**src/sv/choice_em_estep_accumulator_macros.svh**
```systemverilog
// assertion macros for the choice e-step accumulator
`ifndef CHOICE_EM_ESTEP_ACCUMULATOR_MACROS_SVH
`define CHOICE_EM_ESTEP_ACCUMULATOR_MACROS_SVH
`ifndef SYNTHESIS
`define CEA_ASSERT_IMPL(label, ante, cons) \
    label: assert property (@(posedge clk) disable iff (!rst_n) (ante) |-> (cons)) \
        else $error("cea assertion failed");
`define CEA_ASSERT_NEXT(label, ante, cons) \
    label: assert property (@(posedge clk) disable iff (!rst_n) (ante) |=> (cons)) \
        else $error("cea assertion failed");
`else
`define CEA_ASSERT_IMPL(label, ante, cons)
`define CEA_ASSERT_NEXT(label, ante, cons)
`endif
`endif

```
**src/sv/cea_pkg.sv**
```systemverilog
// shared types and constants of the choice e-step accumulator
`default_nettype none
package cea_pkg;
    localparam int NUM_TYPES         = 8;
    localparam int NUM_OPTIONS       = 7;
    localparam int PERIOD_COUNT_BITS = 22;
    localparam int ACC_W             = PERIOD_COUNT_BITS + 16;
    localparam int SUM_W             = 19;
    localparam int NUM_W             = 35;
    localparam int DIV_W             = 37;
    localparam int Q_W               = 17;
    localparam int PROD_W            = 33;
    localparam int CNT_W             = 5;

    // register indexes
    localparam logic [2:0] REG_RANK_01  = 3'd0;
    localparam logic [2:0] REG_RANK_23  = 3'd1;
    localparam logic [2:0] REG_RANK_45  = 3'd2;
    localparam logic [2:0] REG_RANK_67  = 3'd3;
    localparam logic [2:0] REG_PROB_LO  = 3'd4;
    localparam logic [2:0] REG_PROB_HI  = 3'd5;
    localparam logic [2:0] REG_RATE     = 3'd6;

    localparam logic [63:0] PROB_RESET = 64'd2305878194123661888;
    localparam logic [15:0] RATE_RESET = 16'd19661;

    localparam logic KIND_PERIOD  = 1'b0;
    localparam logic KIND_READOUT = 1'b1;

    typedef struct packed {
        logic [6:0] available_mask;
        logic [2:0] chosen_option;
        logic       last_period;
    } in_t;

    typedef struct packed {
        logic        result_kind;
        logic [7:0]  compatible_mask;
        logic [16:0] arrival_estimate;
        logic        no_compatible_purchase;
        logic [2:0]  type_index;
        logic [37:0] weight_sum;
        logic        last_result;
    } out_t;

    typedef enum logic [3:0] {
        S_IDLE, S_EVAL, S_NUM, S_ABR, S_ADIV, S_WSEL, S_WMUL, S_WLOAD, S_WDIV,
        S_EMIT0, S_RD
    } state_t;

    typedef struct packed {
        logic capture;
        logic eval;
        logic num;
        logic adiv_start;
        logic a_load_div;
        logic a_fast;
        logic t_clr;
        logic wmul;
        logic wdiv_start;
        logic wacc;
        logic t_inc;
        logic emit0;
        logic emit_rd;
    } cmd_t;

    typedef struct packed {
        logic div_done;
        logic need_adiv;
        logic skip_weights;
        logic mask_bit;
        logic t_last;
        logic last_period;
    } sts_t;
endpackage
`default_nettype wire

```
**src/sv/cea_div.sv**
```systemverilog
// restoring serial divider, one quotient bit per cycle
`default_nettype none
module cea_div (
    input  wire logic                         clk,
    input  wire logic                         rst_n,
    input  wire logic                         start,
    input  wire logic [cea_pkg::DIV_W-1:0]    r0,
    input  wire logic [cea_pkg::Q_W-1:0]      lo,
    input  wire logic [cea_pkg::DIV_W-1:0]    divisor,
    input  wire logic [cea_pkg::CNT_W-1:0]    nsteps,
    output logic                              done,
    output logic [cea_pkg::Q_W-1:0]           quot
);
    logic                        busy_reg, busy_next;
    logic                        done_reg, done_next;
    logic [cea_pkg::CNT_W-1:0]   cnt_reg, cnt_next;
    logic [cea_pkg::DIV_W-1:0]   rem_reg, rem_next;
    logic [cea_pkg::Q_W-1:0]     lo_reg, lo_next;
    logic [cea_pkg::Q_W-1:0]     q_reg, q_next;
    logic [cea_pkg::DIV_W-1:0]   div_reg, div_next;
    logic [cea_pkg::DIV_W:0]     shifted;
    logic [cea_pkg::DIV_W:0]     diff;
    logic                        ge;

    // one trial subtraction
    always_comb
    begin
        shifted = {rem_reg, lo_reg[cea_pkg::Q_W-1]};
        diff    = shifted - {1'b0, div_reg};
        ge      = shifted >= {1'b0, div_reg};
    end

    always_comb
    begin
        busy_next = busy_reg;
        done_next = 1'b0;
        cnt_next  = cnt_reg;
        rem_next  = rem_reg;
        lo_next   = lo_reg;
        q_next    = q_reg;
        div_next  = div_reg;
        if (start)
        begin
            busy_next = 1'b1;
            cnt_next  = nsteps;
            rem_next  = r0;
            lo_next   = lo;
            q_next    = '0;
            div_next  = divisor;
        end
        else if (busy_reg)
        begin
            rem_next = ge ? diff[cea_pkg::DIV_W-1:0] : shifted[cea_pkg::DIV_W-1:0];
            lo_next  = {lo_reg[cea_pkg::Q_W-2:0], 1'b0};
            q_next   = {q_reg[cea_pkg::Q_W-2:0], ge};
            cnt_next = cnt_reg - 1'b1;
            if (cnt_reg == cea_pkg::CNT_W'(1))
            begin
                busy_next = 1'b0;
                done_next = 1'b1;
            end
        end
    end

    // control state
    always_ff @(posedge clk or negedge rst_n)
    begin
        if (!rst_n)
        begin
            busy_reg <= 1'b0;
            done_reg <= 1'b0;
            cnt_reg  <= '0;
        end
        else
        begin
            busy_reg <= busy_next;
            done_reg <= done_next;
            cnt_reg  <= cnt_next;
        end
    end

    // operands
    always_ff @(posedge clk)
    begin
        rem_reg <= rem_next;
        lo_reg  <= lo_next;
        q_reg   <= q_next;
        div_reg <= div_next;
    end

    assign done = done_reg;
    assign quot = q_reg;
endmodule
`default_nettype wire

```
**src/sv/cea_datapath.sv**
```systemverilog
// datapath: compatibility, arrival estimate, weight accumulators, output register
`default_nettype none
module cea_datapath (
    input  wire logic               clk,
    input  wire logic               rst_n,
    input  wire cea_pkg::cmd_t      cmd,
    input  wire cea_pkg::in_t       in_data,
    input  wire logic [3:0][63:0]   rank_regs,
    input  wire logic [7:0][15:0]   probs,
    input  wire logic [15:0]        lam,
    output cea_pkg::sts_t           sts,
    output cea_pkg::out_t           out_data
);
    cea_pkg::in_t                         in_reg;
    logic [7:0]                           mask_reg, mask_c;
    logic [cea_pkg::SUM_W-1:0]            s_reg, s_c;
    logic [cea_pkg::NUM_W-1:0]            num_reg;
    logic [cea_pkg::Q_W-1:0]              a_reg;
    logic [cea_pkg::PROD_W-1:0]           prod_reg;
    logic [2:0]                           t_reg;
    logic [cea_pkg::NUM_TYPES-1:0][cea_pkg::ACC_W-1:0] acc_reg;
    cea_pkg::out_t                        out_reg;
    logic [cea_pkg::DIV_W-1:0]            den;
    logic                                 flag;
    logic                                 div_done;
    logic [cea_pkg::Q_W-1:0]              div_q;
    logic [cea_pkg::ACC_W:0]              acc_sum;
    logic [cea_pkg::DIV_W-1:0]            d_r0;
    logic [cea_pkg::Q_W-1:0]              d_lo;
    logic [cea_pkg::DIV_W-1:0]            d_div;
    logic [cea_pkg::CNT_W-1:0]            d_steps;

    function automatic logic [3:0] rank_f(input logic [3:0][63:0] r, input logic [2:0] tt,
                                          input logic [2:0] k);
        logic [5:0] sh;
        sh = {tt[0], k, 2'b00};
        return r[tt[2:1]][sh +: 4];
    endfunction

    // compatibility mask and probability sum
    always_comb
    begin
        logic [3:0] rc;
        logic       ok;
        mask_c = '0;
        s_c    = '0;
        for (int t = 0; t < cea_pkg::NUM_TYPES; t++)
        begin
            rc = rank_f(rank_regs, 3'(t), in_reg.chosen_option);
            ok = rank_f(rank_regs, 3'(t), 3'd0) >= rc;
            for (int k = 1; k <= cea_pkg::NUM_OPTIONS; k++)
            begin
                if (in_reg.available_mask[k-1] && (3'(k) != in_reg.chosen_option)
                    && (rank_f(rank_regs, 3'(t), 3'(k)) < rc))
                    ok = 1'b0;
            end
            if (ok)
            begin
                mask_c[t] = 1'b1;
                s_c       = s_c + cea_pkg::SUM_W'(probs[t]);
            end
        end
    end

    assign flag = (in_reg.chosen_option != 3'd0) && (mask_reg == 8'd0);
    assign den  = cea_pkg::DIV_W'(num_reg)
                + cea_pkg::DIV_W'({17'd65536 - {1'b0, lam}, 16'h0000});

    // divider operand select
    always_comb
    begin
        if (cmd.adiv_start)
        begin
            d_r0    = cea_pkg::DIV_W'(num_reg);
            d_lo    = '0;
            d_div   = den;
            d_steps = cea_pkg::CNT_W'(16);
        end
        else
        begin
            d_r0    = cea_pkg::DIV_W'(prod_reg[cea_pkg::PROD_W-1:cea_pkg::Q_W]);
            d_lo    = prod_reg[cea_pkg::Q_W-1:0];
            d_div   = cea_pkg::DIV_W'(s_reg);
            d_steps = cea_pkg::CNT_W'(cea_pkg::Q_W);
        end
    end

    cea_div u_div (
        .clk     (clk),
        .rst_n   (rst_n),
        .start   (cmd.adiv_start | cmd.wdiv_start),
        .r0      (d_r0),
        .lo      (d_lo),
        .divisor (d_div),
        .nsteps  (d_steps),
        .done    (div_done),
        .quot    (div_q)
    );

    assign acc_sum = {1'b0, acc_reg[t_reg]} + (cea_pkg::ACC_W+1)'(div_q);

    // item registers
    always_ff @(posedge clk)
    begin
        if (cmd.capture)
            in_reg <= in_data;
        if (cmd.eval)
        begin
            mask_reg <= mask_c;
            s_reg    <= s_c;
        end
        if (cmd.num)
            num_reg <= cea_pkg::NUM_W'(lam) * cea_pkg::NUM_W'(s_reg);
        if (cmd.a_fast)
            a_reg <= (in_reg.chosen_option != 3'd0) ? 17'd65536 : 17'd0;
        else if (cmd.a_load_div)
            a_reg <= div_q;
        if (cmd.wmul)
            prod_reg <= cea_pkg::PROD_W'(a_reg) * cea_pkg::PROD_W'(probs[t_reg]);
    end

    // type counter and accumulators
    always_ff @(posedge clk or negedge rst_n)
    begin
        if (!rst_n)
        begin
            t_reg   <= '0;
            acc_reg <= '0;
        end
        else
        begin
            if (cmd.t_clr)
                t_reg <= '0;
            else if (cmd.t_inc)
                t_reg <= t_reg + 3'd1;
            if (cmd.wacc)
                acc_reg[t_reg] <= acc_sum[cea_pkg::ACC_W] ? '1
                                                          : acc_sum[cea_pkg::ACC_W-1:0];
            else if (cmd.emit_rd)
                acc_reg[t_reg] <= '0;
        end
    end

    // output register
    always_ff @(posedge clk)
    begin
        if (cmd.emit0)
        begin
            out_reg.result_kind            <= cea_pkg::KIND_PERIOD;
            out_reg.compatible_mask        <= mask_reg;
            out_reg.arrival_estimate       <= a_reg;
            out_reg.no_compatible_purchase <= flag;
            out_reg.type_index             <= '0;
            out_reg.weight_sum             <= '0;
            out_reg.last_result            <= !in_reg.last_period;
        end
        else if (cmd.emit_rd)
        begin
            out_reg.result_kind            <= cea_pkg::KIND_READOUT;
            out_reg.compatible_mask        <= '0;
            out_reg.arrival_estimate       <= '0;
            out_reg.no_compatible_purchase <= 1'b0;
            out_reg.type_index             <= t_reg;
            out_reg.weight_sum             <= 38'(acc_reg[t_reg]);
            out_reg.last_result            <= (t_reg == 3'(cea_pkg::NUM_TYPES-1));
        end
    end

    assign out_data = out_reg;

    // status to controller
    always_comb
    begin
        sts.div_done     = div_done;
        sts.need_adiv    = (in_reg.chosen_option == 3'd0) && (mask_reg != 8'd0);
        sts.skip_weights = flag || (s_reg == '0);
        sts.mask_bit     = mask_reg[t_reg];
        sts.t_last       = (t_reg == 3'(cea_pkg::NUM_TYPES-1));
        sts.last_period  = in_reg.last_period;
    end
endmodule
`default_nettype wire

```
**src/sv/cea_ctrl.sv**
```systemverilog
// controller state machine sequencing one period and the readout after a last period
`default_nettype none
module cea_ctrl (
    input  wire logic           clk,
    input  wire logic           rst_n,
    input  wire logic           in_valid,
    output logic                in_stall,
    output logic                out_valid,
    input  wire logic           out_stall,
    input  wire cea_pkg::sts_t  sts,
    output cea_pkg::cmd_t       cmd
);
    cea_pkg::state_t state_reg, state_next;
    logic            out_valid_reg, out_valid_next;
    logic            out_free;

    assign out_free = !out_valid_reg || !out_stall;
    assign in_stall = (state_reg != cea_pkg::S_IDLE);

    // next state
    always_comb
    begin
        state_next = state_reg;
        unique case (state_reg)
            cea_pkg::S_IDLE:  if (in_valid) state_next = cea_pkg::S_EVAL;
            cea_pkg::S_EVAL:  state_next = cea_pkg::S_NUM;
            cea_pkg::S_NUM:   state_next = cea_pkg::S_ABR;
            cea_pkg::S_ABR:   state_next = sts.need_adiv ? cea_pkg::S_ADIV : cea_pkg::S_WSEL;
            cea_pkg::S_ADIV:  if (sts.div_done) state_next = cea_pkg::S_WSEL;
            cea_pkg::S_WSEL:
            begin
                priority if (sts.skip_weights)
                    state_next = cea_pkg::S_EMIT0;
                else if (sts.mask_bit)
                    state_next = cea_pkg::S_WMUL;
                else if (sts.t_last)
                    state_next = cea_pkg::S_EMIT0;
                else
                    state_next = cea_pkg::S_WSEL;
            end
            cea_pkg::S_WMUL:  state_next = cea_pkg::S_WLOAD;
            cea_pkg::S_WLOAD: state_next = cea_pkg::S_WDIV;
            cea_pkg::S_WDIV:
                if (sts.div_done)
                    state_next = sts.t_last ? cea_pkg::S_EMIT0 : cea_pkg::S_WSEL;
            cea_pkg::S_EMIT0:
                if (out_free)
                    state_next = sts.last_period ? cea_pkg::S_RD : cea_pkg::S_IDLE;
            cea_pkg::S_RD:
                if (out_free && sts.t_last) state_next = cea_pkg::S_IDLE;
            default:          state_next = cea_pkg::S_IDLE;
        endcase
    end

    // commands
    always_comb
    begin
        cmd = '0;
        unique case (state_reg)
            cea_pkg::S_IDLE:  cmd.capture = in_valid;
            cea_pkg::S_EVAL:  cmd.eval = 1'b1;
            cea_pkg::S_NUM:
            begin
                cmd.num   = 1'b1;
                cmd.t_clr = 1'b1;
            end
            cea_pkg::S_ABR:
            begin
                cmd.adiv_start = sts.need_adiv;
                cmd.a_fast     = !sts.need_adiv;
            end
            cea_pkg::S_ADIV:  cmd.a_load_div = sts.div_done;
            cea_pkg::S_WSEL:  cmd.t_inc = !sts.skip_weights && !sts.mask_bit;
            cea_pkg::S_WMUL:  cmd.wmul = 1'b1;
            cea_pkg::S_WLOAD: cmd.wdiv_start = 1'b1;
            cea_pkg::S_WDIV:
            begin
                cmd.wacc  = sts.div_done;
                cmd.t_inc = sts.div_done;
            end
            cea_pkg::S_EMIT0:
            begin
                cmd.emit0 = out_free;
                cmd.t_clr = out_free;
            end
            cea_pkg::S_RD:
            begin
                cmd.emit_rd = out_free;
                cmd.t_inc   = out_free;
            end
            default:          cmd = '0;
        endcase
    end

    // output valid
    always_comb
    begin
        out_valid_next = out_valid_reg && out_stall;
        if (cmd.emit0 || cmd.emit_rd)
            out_valid_next = 1'b1;
    end

    always_ff @(posedge clk or negedge rst_n)
    begin
        if (!rst_n)
        begin
            state_reg     <= cea_pkg::S_IDLE;
            out_valid_reg <= 1'b0;
        end
        else
        begin
            state_reg     <= state_next;
            out_valid_reg <= out_valid_next;
        end
    end

    assign out_valid = out_valid_reg;
endmodule
`default_nettype wire

```
**src/sv/choice_em_estep_accumulator.sv**
```systemverilog
// top level of the choice-model e-step accumulator
`default_nettype none
`include "choice_em_estep_accumulator_macros.svh"
// One period is taken at a time. After a transfer in, evaluation runs through
// the S_EVAL, S_NUM and S_ABR states; a no-purchase period with a compatible
// type then adds the 16-step serial division of the arrival estimate. Unless
// the weights are skipped, each type then takes only the select state if it
// is skipped, and a multiply, a divider load, a 17-step division by the
// probability sum on the one shared divider and its done step if compatible.
// The per-period result is then loaded into the output register, a last
// period is followed by eight readout results, one per cycle when not
// stalled, and the block returns to idle before the next transfer in.
// Registers sit at byte addresses 8*i on the APB port and read back as
// written, but the rate register keeps only bits 15:0 and index 7 reads 0.
module choice_em_estep_accumulator (
    input  wire logic          clk,
    input  wire logic          rst_n,
    input  wire logic          in_valid,
    output logic               in_stall,
    input  wire cea_pkg::in_t  in_data,
    output logic               out_valid,
    input  wire logic          out_stall,
    output cea_pkg::out_t      out_data,
    input  wire logic          psel,
    input  wire logic          penable,
    input  wire logic          pwrite,
    input  wire logic [5:0]    paddr,
    input  wire logic [63:0]   pwdata,
    output logic [63:0]        prdata,
    output logic               pready
);
    logic [3:0][63:0] rank_reg;
    logic [63:0]      prob_lo_reg;
    logic [63:0]      prob_hi_reg;
    logic [15:0]      rate_reg;
    logic             wr;
    logic [2:0]       ridx;
    cea_pkg::cmd_t    cmd;
    cea_pkg::sts_t    sts;

    assign pready = 1'b1;
    assign wr     = psel && penable && pwrite;
    assign ridx   = paddr[5:3];

    // configuration registers
    always_ff @(posedge clk or negedge rst_n)
    begin
        if (!rst_n)
        begin
            rank_reg    <= '0;
            prob_lo_reg <= cea_pkg::PROB_RESET;
            prob_hi_reg <= cea_pkg::PROB_RESET;
            rate_reg    <= cea_pkg::RATE_RESET;
        end
        else if (wr)
        begin
            unique case (ridx)
                cea_pkg::REG_RANK_01: rank_reg[0]  <= pwdata;
                cea_pkg::REG_RANK_23: rank_reg[1]  <= pwdata;
                cea_pkg::REG_RANK_45: rank_reg[2]  <= pwdata;
                cea_pkg::REG_RANK_67: rank_reg[3]  <= pwdata;
                cea_pkg::REG_PROB_LO: prob_lo_reg <= pwdata;
                cea_pkg::REG_PROB_HI: prob_hi_reg <= pwdata;
                cea_pkg::REG_RATE:    rate_reg    <= pwdata[15:0];
                default:              rate_reg    <= rate_reg;
            endcase
        end
    end

    // register read back
    always_comb
    begin
        unique case (ridx)
            cea_pkg::REG_RANK_01: prdata = rank_reg[0];
            cea_pkg::REG_RANK_23: prdata = rank_reg[1];
            cea_pkg::REG_RANK_45: prdata = rank_reg[2];
            cea_pkg::REG_RANK_67: prdata = rank_reg[3];
            cea_pkg::REG_PROB_LO: prdata = prob_lo_reg;
            cea_pkg::REG_PROB_HI: prdata = prob_hi_reg;
            cea_pkg::REG_RATE:    prdata = 64'(rate_reg);
            default:              prdata = '0;
        endcase
    end

    cea_ctrl u_ctrl (
        .clk       (clk),
        .rst_n     (rst_n),
        .in_valid  (in_valid),
        .in_stall  (in_stall),
        .out_valid (out_valid),
        .out_stall (out_stall),
        .sts       (sts),
        .cmd       (cmd)
    );

    cea_datapath u_dp (
        .clk       (clk),
        .rst_n     (rst_n),
        .cmd       (cmd),
        .in_data   (in_data),
        .rank_regs (rank_reg),
        .probs     ({prob_hi_reg, prob_lo_reg}),
        .lam       (rate_reg),
        .sts       (sts),
        .out_data  (out_data)
    );

    // result consistency checks
    `CEA_ASSERT_IMPL(a_period_fields, out_valid && !out_data.result_kind, (out_data.type_index == 3'd0) && (out_data.weight_sum == 38'd0))
    `CEA_ASSERT_IMPL(a_readout_fields, out_valid && out_data.result_kind, (out_data.compatible_mask == 8'd0) && (out_data.arrival_estimate == 17'd0))
    `CEA_ASSERT_IMPL(a_estimate_range, out_valid && out_data.arrival_estimate[16], out_data.arrival_estimate[15:0] == 16'd0)
    `CEA_ASSERT_IMPL(a_flag_case, out_valid && out_data.no_compatible_purchase, (out_data.compatible_mask == 8'd0) && (out_data.arrival_estimate == 17'd65536))
    `CEA_ASSERT_NEXT(a_busy_stall, in_valid && !in_stall, in_stall)
endmodule
`default_nettype wire
```
**config.mk**
```make
export PLATFORM = sky130hd
export DESIGN_NAME = choice_em_estep_accumulator
export DESIGN_NICKNAME = d
export VERILOG_FILES = /design/src/sv/cea_pkg.sv /design/src/sv/cea_div.sv /design/src/sv/cea_datapath.sv /design/src/sv/cea_ctrl.sv /design/src/sv/choice_em_estep_accumulator.sv
export VERILOG_INCLUDE_DIRS = /design/src /design/src/sv
export SDC_FILE = /design/constraint.sdc
export NUM_CORES = 2
export LEC_CHECK = 0
export BUFFER_PORTS_ARGS = -buffer_cell sky130_fd_sc_hd__buf_2
export CAP_MARGIN = 40
export CORE_MARGIN = 4
export CORE_UTILIZATION = 66
export DETAILED_ROUTE_END_ITERATION = 10
export GPL_ROUTABILITY_DRIVEN = 0
export GPL_TIMING_DRIVEN = 1
export PLACE_DENSITY_LB_ADDON = 0.05
export SLEW_MARGIN = 10
export SYNTH_ARGS = -nofsm -noshare
export SYNTH_HDL_FRONTEND = slang
export SYNTH_HIERARCHICAL = 1
export SYNTH_SLANG_ARGS = --single-unit
```
**constraint.sdc**
```tcl
create_clock -name clk -period 29.4 [get_ports clk]
set_clock_uncertainty 0.15 [all_clocks]
set_input_delay 7.35 -clock clk [delete_from_list [all_inputs] [get_ports clk]]
set_output_delay 7.35 -clock clk [all_outputs]
set_load 0.05 [all_outputs]
```
# Yosys cells after proc, flatten, opt, wreduce, memory -nomap -nowiden
# Index checks and enable logic that the tools add are counted.
[word_totals] ff_bits=1018 latch_bits=0 mem_bits_rw=0 romBits=0 input_bits=88 out_inout_bits=136 wordCells=399 memories=0
[op_classes] addsub=13 n_mul=2 n_div=0 n_lt_le_gt_ge=67 n_eq_ne=30 shift=8 muxes=134 bitwise_logic=3 n_reduce_logical=101
[op_table] op="two-way mux 304 bit" count=2
[op_table] op="case mux 64 bit (7 select lines)" count=1
[op_table] op="bitwise AND 304 bit" count=1
[op_table] op="bitwise mux 304 bit" count=1
[op_table] op="NOT 304 bit" count=1
[op_table] op="variable part select 64 x 6 -> 4 bit" count=4
[op_table] op="variable part select 64 x 7 -> 4 bit" count=4
[op_table] op="less-than comparator 4 bit" count=56
[op_table] op="two-way mux 19 bit" count=8
[op_table] op="two-way mux 68 bit" count=2
[op_table] op="adder 19 x 16 -> 19 bit" count=6
[op_table] op="binary-select mux 38 bit (select 3 bit)" count=1
[op_table] op="demux 38 bit (select 3 bit)" count=1
[op_table] op="two-way mux 38 bit" count=3
[op_table] op="two-way mux 37 bit" count=3
[op_table] op="two-way mux 17 bit" count=6
[op_table] op="two-way mux 1 bit" count=85
[op_table] op="logical AND 1 bit" count=71
[op_table] op="binary-select mux 16 bit (select 3 bit)" count=1
[op_table] op="case mux 4 bit (11 select lines)" count=1
[op_table] op="adder 38 x 17 -> 39 bit" count=1
[op_table] op=">= comparator 38 x 36 -> 1 bit" count=1
[op_table] op="subtractor 37 x 36 -> 37 bit" count=1
[op_table] op="adder 35 x 33 -> 36 bit" count=1
[op_table] op="other kinds (43)" count=96

# Logic depth before layout (Yosys ltp)
[logic_depth] depth_word=25 ltp_mapped=73 mapped_depth_nobuf=67

# Cells and area by module
# Netlist, hierarchy kept.
[by_module_without_submodules] module="cea_datapath" instances=1 cells_each=6010 area_per_inst_um2=54873.9 seq_area_each_um2=13027.5
[by_module_without_submodules] module="choice_em_estep_accumulator" instances=1 cells_each=1290 area_per_inst_um2=18509.0 seq_area_each_um2=10047.1
[by_module_without_submodules] module="cea_div" instances=1 cells_each=629 area_per_inst_um2=6839.1 seq_area_each_um2=3248.1
[by_module_without_submodules] module="cea_ctrl" instances=1 cells_each=77 area_per_inst_um2=543.0 seq_area_each_um2=125.1

# Worst setup path before layout
# OpenSTA, ideal clock, no wires.
[synth_path] kind="input to output" start="in paddr[3]" end="out prdata[19]" arrival_time_ps=9213 t_required_ps=21900 setup_slack_ps=12687 cell_stages=5 n_path_buf=3 path_cell_list="buf_2 buf_2 buf_2 mux2i_1 o21ai_0"
[synth_via] elab_chain_len=2 word_cells_on_any_way=8 cone_classes="6 x eq/ne; 1 x mux; 1 x reduce/logical"
[synth_lines] item="start, declared" line_no="choice_em_estep_accumulator.sv:27" text="input wire logic [5:0] paddr,"
[synth_lines] item="== test 3 bit (tied with other cells)" line_no="choice_em_estep_accumulator.sv:73" text="unique case (ridx)"
[synth_lines] item="case mux 64 bit (7 select lines) (*)" line_no="choice_em_estep_accumulator.sv:73"
[synth_lines] item="end, declared" line_no="choice_em_estep_accumulator.sv:29" text="output logic [63:0] prdata,"
# Mark *: on every way between the ends. The rest lies on a longest branch, timed or not.

# Final worst setup path
[layout_path] start="in paddr[3]" end="out prdata[27]"
# Same word-level chain as after synthesis.

==> metrics.md <==
| Metric | Value |
|---|---|
| Row cnt | `~130` |
| Final instance area | `around 87,000 um^2` |
| CP endpoint | `prdata[27]` |
| Cell variety after synth | `110` |
| Post-CTS setup buffers | `0` |
| First-pass GRT wire length | `393.1 mm` |
| Final ANT Viol Nets | `0` |
| CTS tree | `yes` |
| Max FFs per register | `304` |
| Ports | `between 200 and 250` |
| Final wirelength | `256.6 mm` |
| Asr flop ratio synth | `70.56%` |
| CTS H-Tree Depth | `3` |
| Initial DRT Pass Iterations | `7` |
| Period Utilization, post-route | `61.21%` |
| Clk buf depth | `3` |
| Arrival time at the worst endpoint | `10,500 ps` |
| Slew HR | `31.48%` |
| Die ar. | `128,000 um^2` |
| EDFF count, synth | `241` |
| Register area | `26,450 um^2` |
| Cts repair resizes | `0` |
| Worst-path fanout max | `80` |
| Aggregate negative setup slack | `0 ps` |
| Worst-path clk slew | `60 ps` |
| Vias/cell | `6.688` |
| Final core utilization | `a little over 70%` |
| Main synth FF type | `dfrtp_1` |
| Chip Width | `~360 um` |
| Post-Syn Instances | `8,006` |
| Post-layout nets | `9,186` |
| Critical R2R Capture | `u_dp/s_reg[18]$_DFFE_PP_` |
| Num CTS Buffers | `108` |
| CTS root buf | `clkbuf_16` |
| Die Y | `357.8 um` |
| Largest net degree at the start of global routing | `197` |
| Critical path startpoint category | `input pin` |
| # Max-Cap Violations | `0` |
| Register area share after synthesis | `32.75%` |
| DR DRC count | `0` |
| Final setup viols | `0` |
| Fill cells | `between 9,000 and 10,000` |
| PortBufs | `between 200 and 250` |
| Area occupied by multi-input gates | `49,970 um^2` |
| Placement Cell Area | `83,370 um^2` |
| Final Max Tran Viols | `0` |
| Latest clock arrival within the worst-skew pair | `760 ps` |
| Initial DRC count | `7,249` |
| Least-Margin Pin Slew | `1028 ps` |
| Vias in the first global route | `65,910` |
| Pre-CTS WS | `between 10,000 and 15,000 ps` |
| Worst R2R Setup Slack | `12,920 ps` |
| RSZ-0062 raised after global routing | `no` |
| CORE AREA | `roughly 120,000 um^2` |
| Critical path type | `in2out` |
| Share of layout cells above drive strength 1 | `15.10%` |
| R2R depth | `59` |
| Hold Vio Cnt, Final | `0` |
| CTS Hold Bufs | `0` |
| P&R area growth vs syn | `7.901%` |
| Area of the mapped netlist | `80,760 um^2` |
| DP HPWL | `183.3 mm` |
| Initial antenna violation count | `3` |
| Max Fclk | `roughly 56 MHz` |
| Period minus WS final | `~18,000 ps` |
| Worst Hold Class | `reg2reg` |
| Syn. warnings | `6` |
| Congestion Overflow GR | `0` |
| Setup WS post-layout | `11,400 ps` |
| Setup crit end kind | `primary output` |
| Synthesized area per cell | `roughly 10 um^2` |
| DR vias | `65,290` |
| Synth Register Bits | `approximately 1,000` |
| Routed len/inst | `26.29 um` |
| Run status | `finished clean` |
| Initial Util | `66.35%` |
| Crit path from | `paddr[3]` |
| Clk sinks | `1,019` |
| Crit path required time | `21,900 ps` |
| R2R Path Start | `u_dp/in_reg[1]$_DFFE_PP_` |
| Tot GR Track Use | `40.10%` |
-- metrics by stage --
step / instances / hold slack [ps]
2_1_floorplan: 8011 / 291.9
3_3_place_gp: 9534 / 289.9
3_5_place_dp: 9556 / 300.6
4_1_cts: 9760 / 315.9
5_1_grt: 9763 / 349.5
6_report: 9763 / 311.8
-- metal layers --
| metal | share of wire (%) | vias to the layer above | global-route usage, % |
|---|---|---|---|
| met5 | 0.011 | - | 0 |
| met4 | 7.4 | 4 | 25.25 |
| met3 | 11 | 991 | 9.012 |
| met2 | 44 | 3838 | 61.11 |
| met1 | 38 | 32160 | 52.25 |
| li1 | - | 28310 | - |
-- area by class of cell --
| type | count | share of cell area [%] |
|---|---|---|
| timing repair buffer | 361 | 2.830 |
| clock inverter | 52 | 0.7121 |
| sequential | 1019 | 30.35 |
| antenna | 1 | 0.002871 |
| multi-input combinational | 5898 | 57.34 |
| clock buffer | 152 | 3.607 |
| inverter | 655 | 2.821 |
| tap | 1625 | 2.333 |
-- cells in the mapped netlist, drive strengths merged, types with 226 or more instances --
cell type | count | area, um^2
nand2 | 835 | 3134
dfrtp | 689 | 17240
inv | 652 | 2447
ha | 601 | 7520
mux2 | 538 | 6073
o21ai | 492 | 2462
fa | 454 | 9089
nor2 | 419 | 1660
clkbuf | 301 | 1130
a21oi | 256 | 1281
edfxtp | 241 | 7237
mux2i | 226 | 2262
-- worst max-delay path, stage by stage --
cell	delay, ps
clkbuf_8	570
buf_4	710
nand2_1	790
o21ai_0	670
buf_2	360
-- placed cells by master, fill, tap and decap left out, types with 40 or more instances in the layout --
| master | instances |
|---|---|
| a211oi_1 | 57 |
| a21o_1 | 99 |
| a21oi_1 | 256 |
| a221o_1 | 56 |
| a22oi_1 | 139 |
| a31oi_1 | 40 |
| and2_1 | 216 |
| buf_2 | 217 |
| buf_4 | 119 |
| clkbuf_16 | 112 |
| dfrtp_1 | 686 |
| dfxtp_1 | 59 |
| edfxtp_1 | 241 |
| fa_1 | 454 |
| ha_1 | 601 |
| inv_1 | 650 |
| mux2_2 | 499 |
| mux2i_1 | 226 |
| mux4_2 | 65 |
| nand2_1 | 834 |
| nand2b_1 | 52 |
| nand3_1 | 77 |
| nand4_1 | 75 |
| nor2_1 | 410 |
| nor2b_1 | 116 |
| nor3_1 | 99 |
| o21a_1 | 92 |
| o21ai_0 | 481 |
| xnor2_1 | 159 |
| xor2_1 | 78 |
-- how the worst min path moves through the flow --
stage / slack (ps) / from / depth (start not counted) / to
2_1_floorplan: 290 / u_dp/acc_reg[170]$_DFFE_PN0P_ / 2 / u_dp/acc_reg[170]$_DFFE_PN0P_
3_5_place_dp: 300 / u_dp/out_data[68]$_SDFFE_PP0P_ / 2 / u_dp/out_data[68]$_SDFFE_PP0P_
5_1_grt: 350 / u_dp/acc_reg[246]$_DFFE_PN0P_ / 2 / u_dp/acc_reg[246]$_DFFE_PN0P_
6_report: 310 / u_dp/out_data[68]$_SDFFE_PP0P_ / 2 / u_dp/out_data[68]$_SDFFE_PP0P_
3_3_place_gp: 290 / u_dp/out_data[68]$_SDFFE_PP0P_ / 2 / u_dp/out_data[68]$_SDFFE_PP0P_
4_1_cts: 320 / u_dp/out_data[68]$_SDFFE_PP0P_ / 2 / u_dp/out_data[68]$_SDFFE_PP0P_
-- cells by family after synthesis --
family,count (synthesis),share of synthesized area [%]
other cells,3,0.01394
fa+ha+maj,1055,20.56
mux,829,12.13
simple gates,2133,12.87
compound gates,1635,13.57
xor+xnor,238,2.590
buf+inv,1094,5.507
flops,1019,32.75
Power is left out: the tool's default activity adds up to more than one toggle a clock period on the data nets, which glitch-free logic cannot reach.
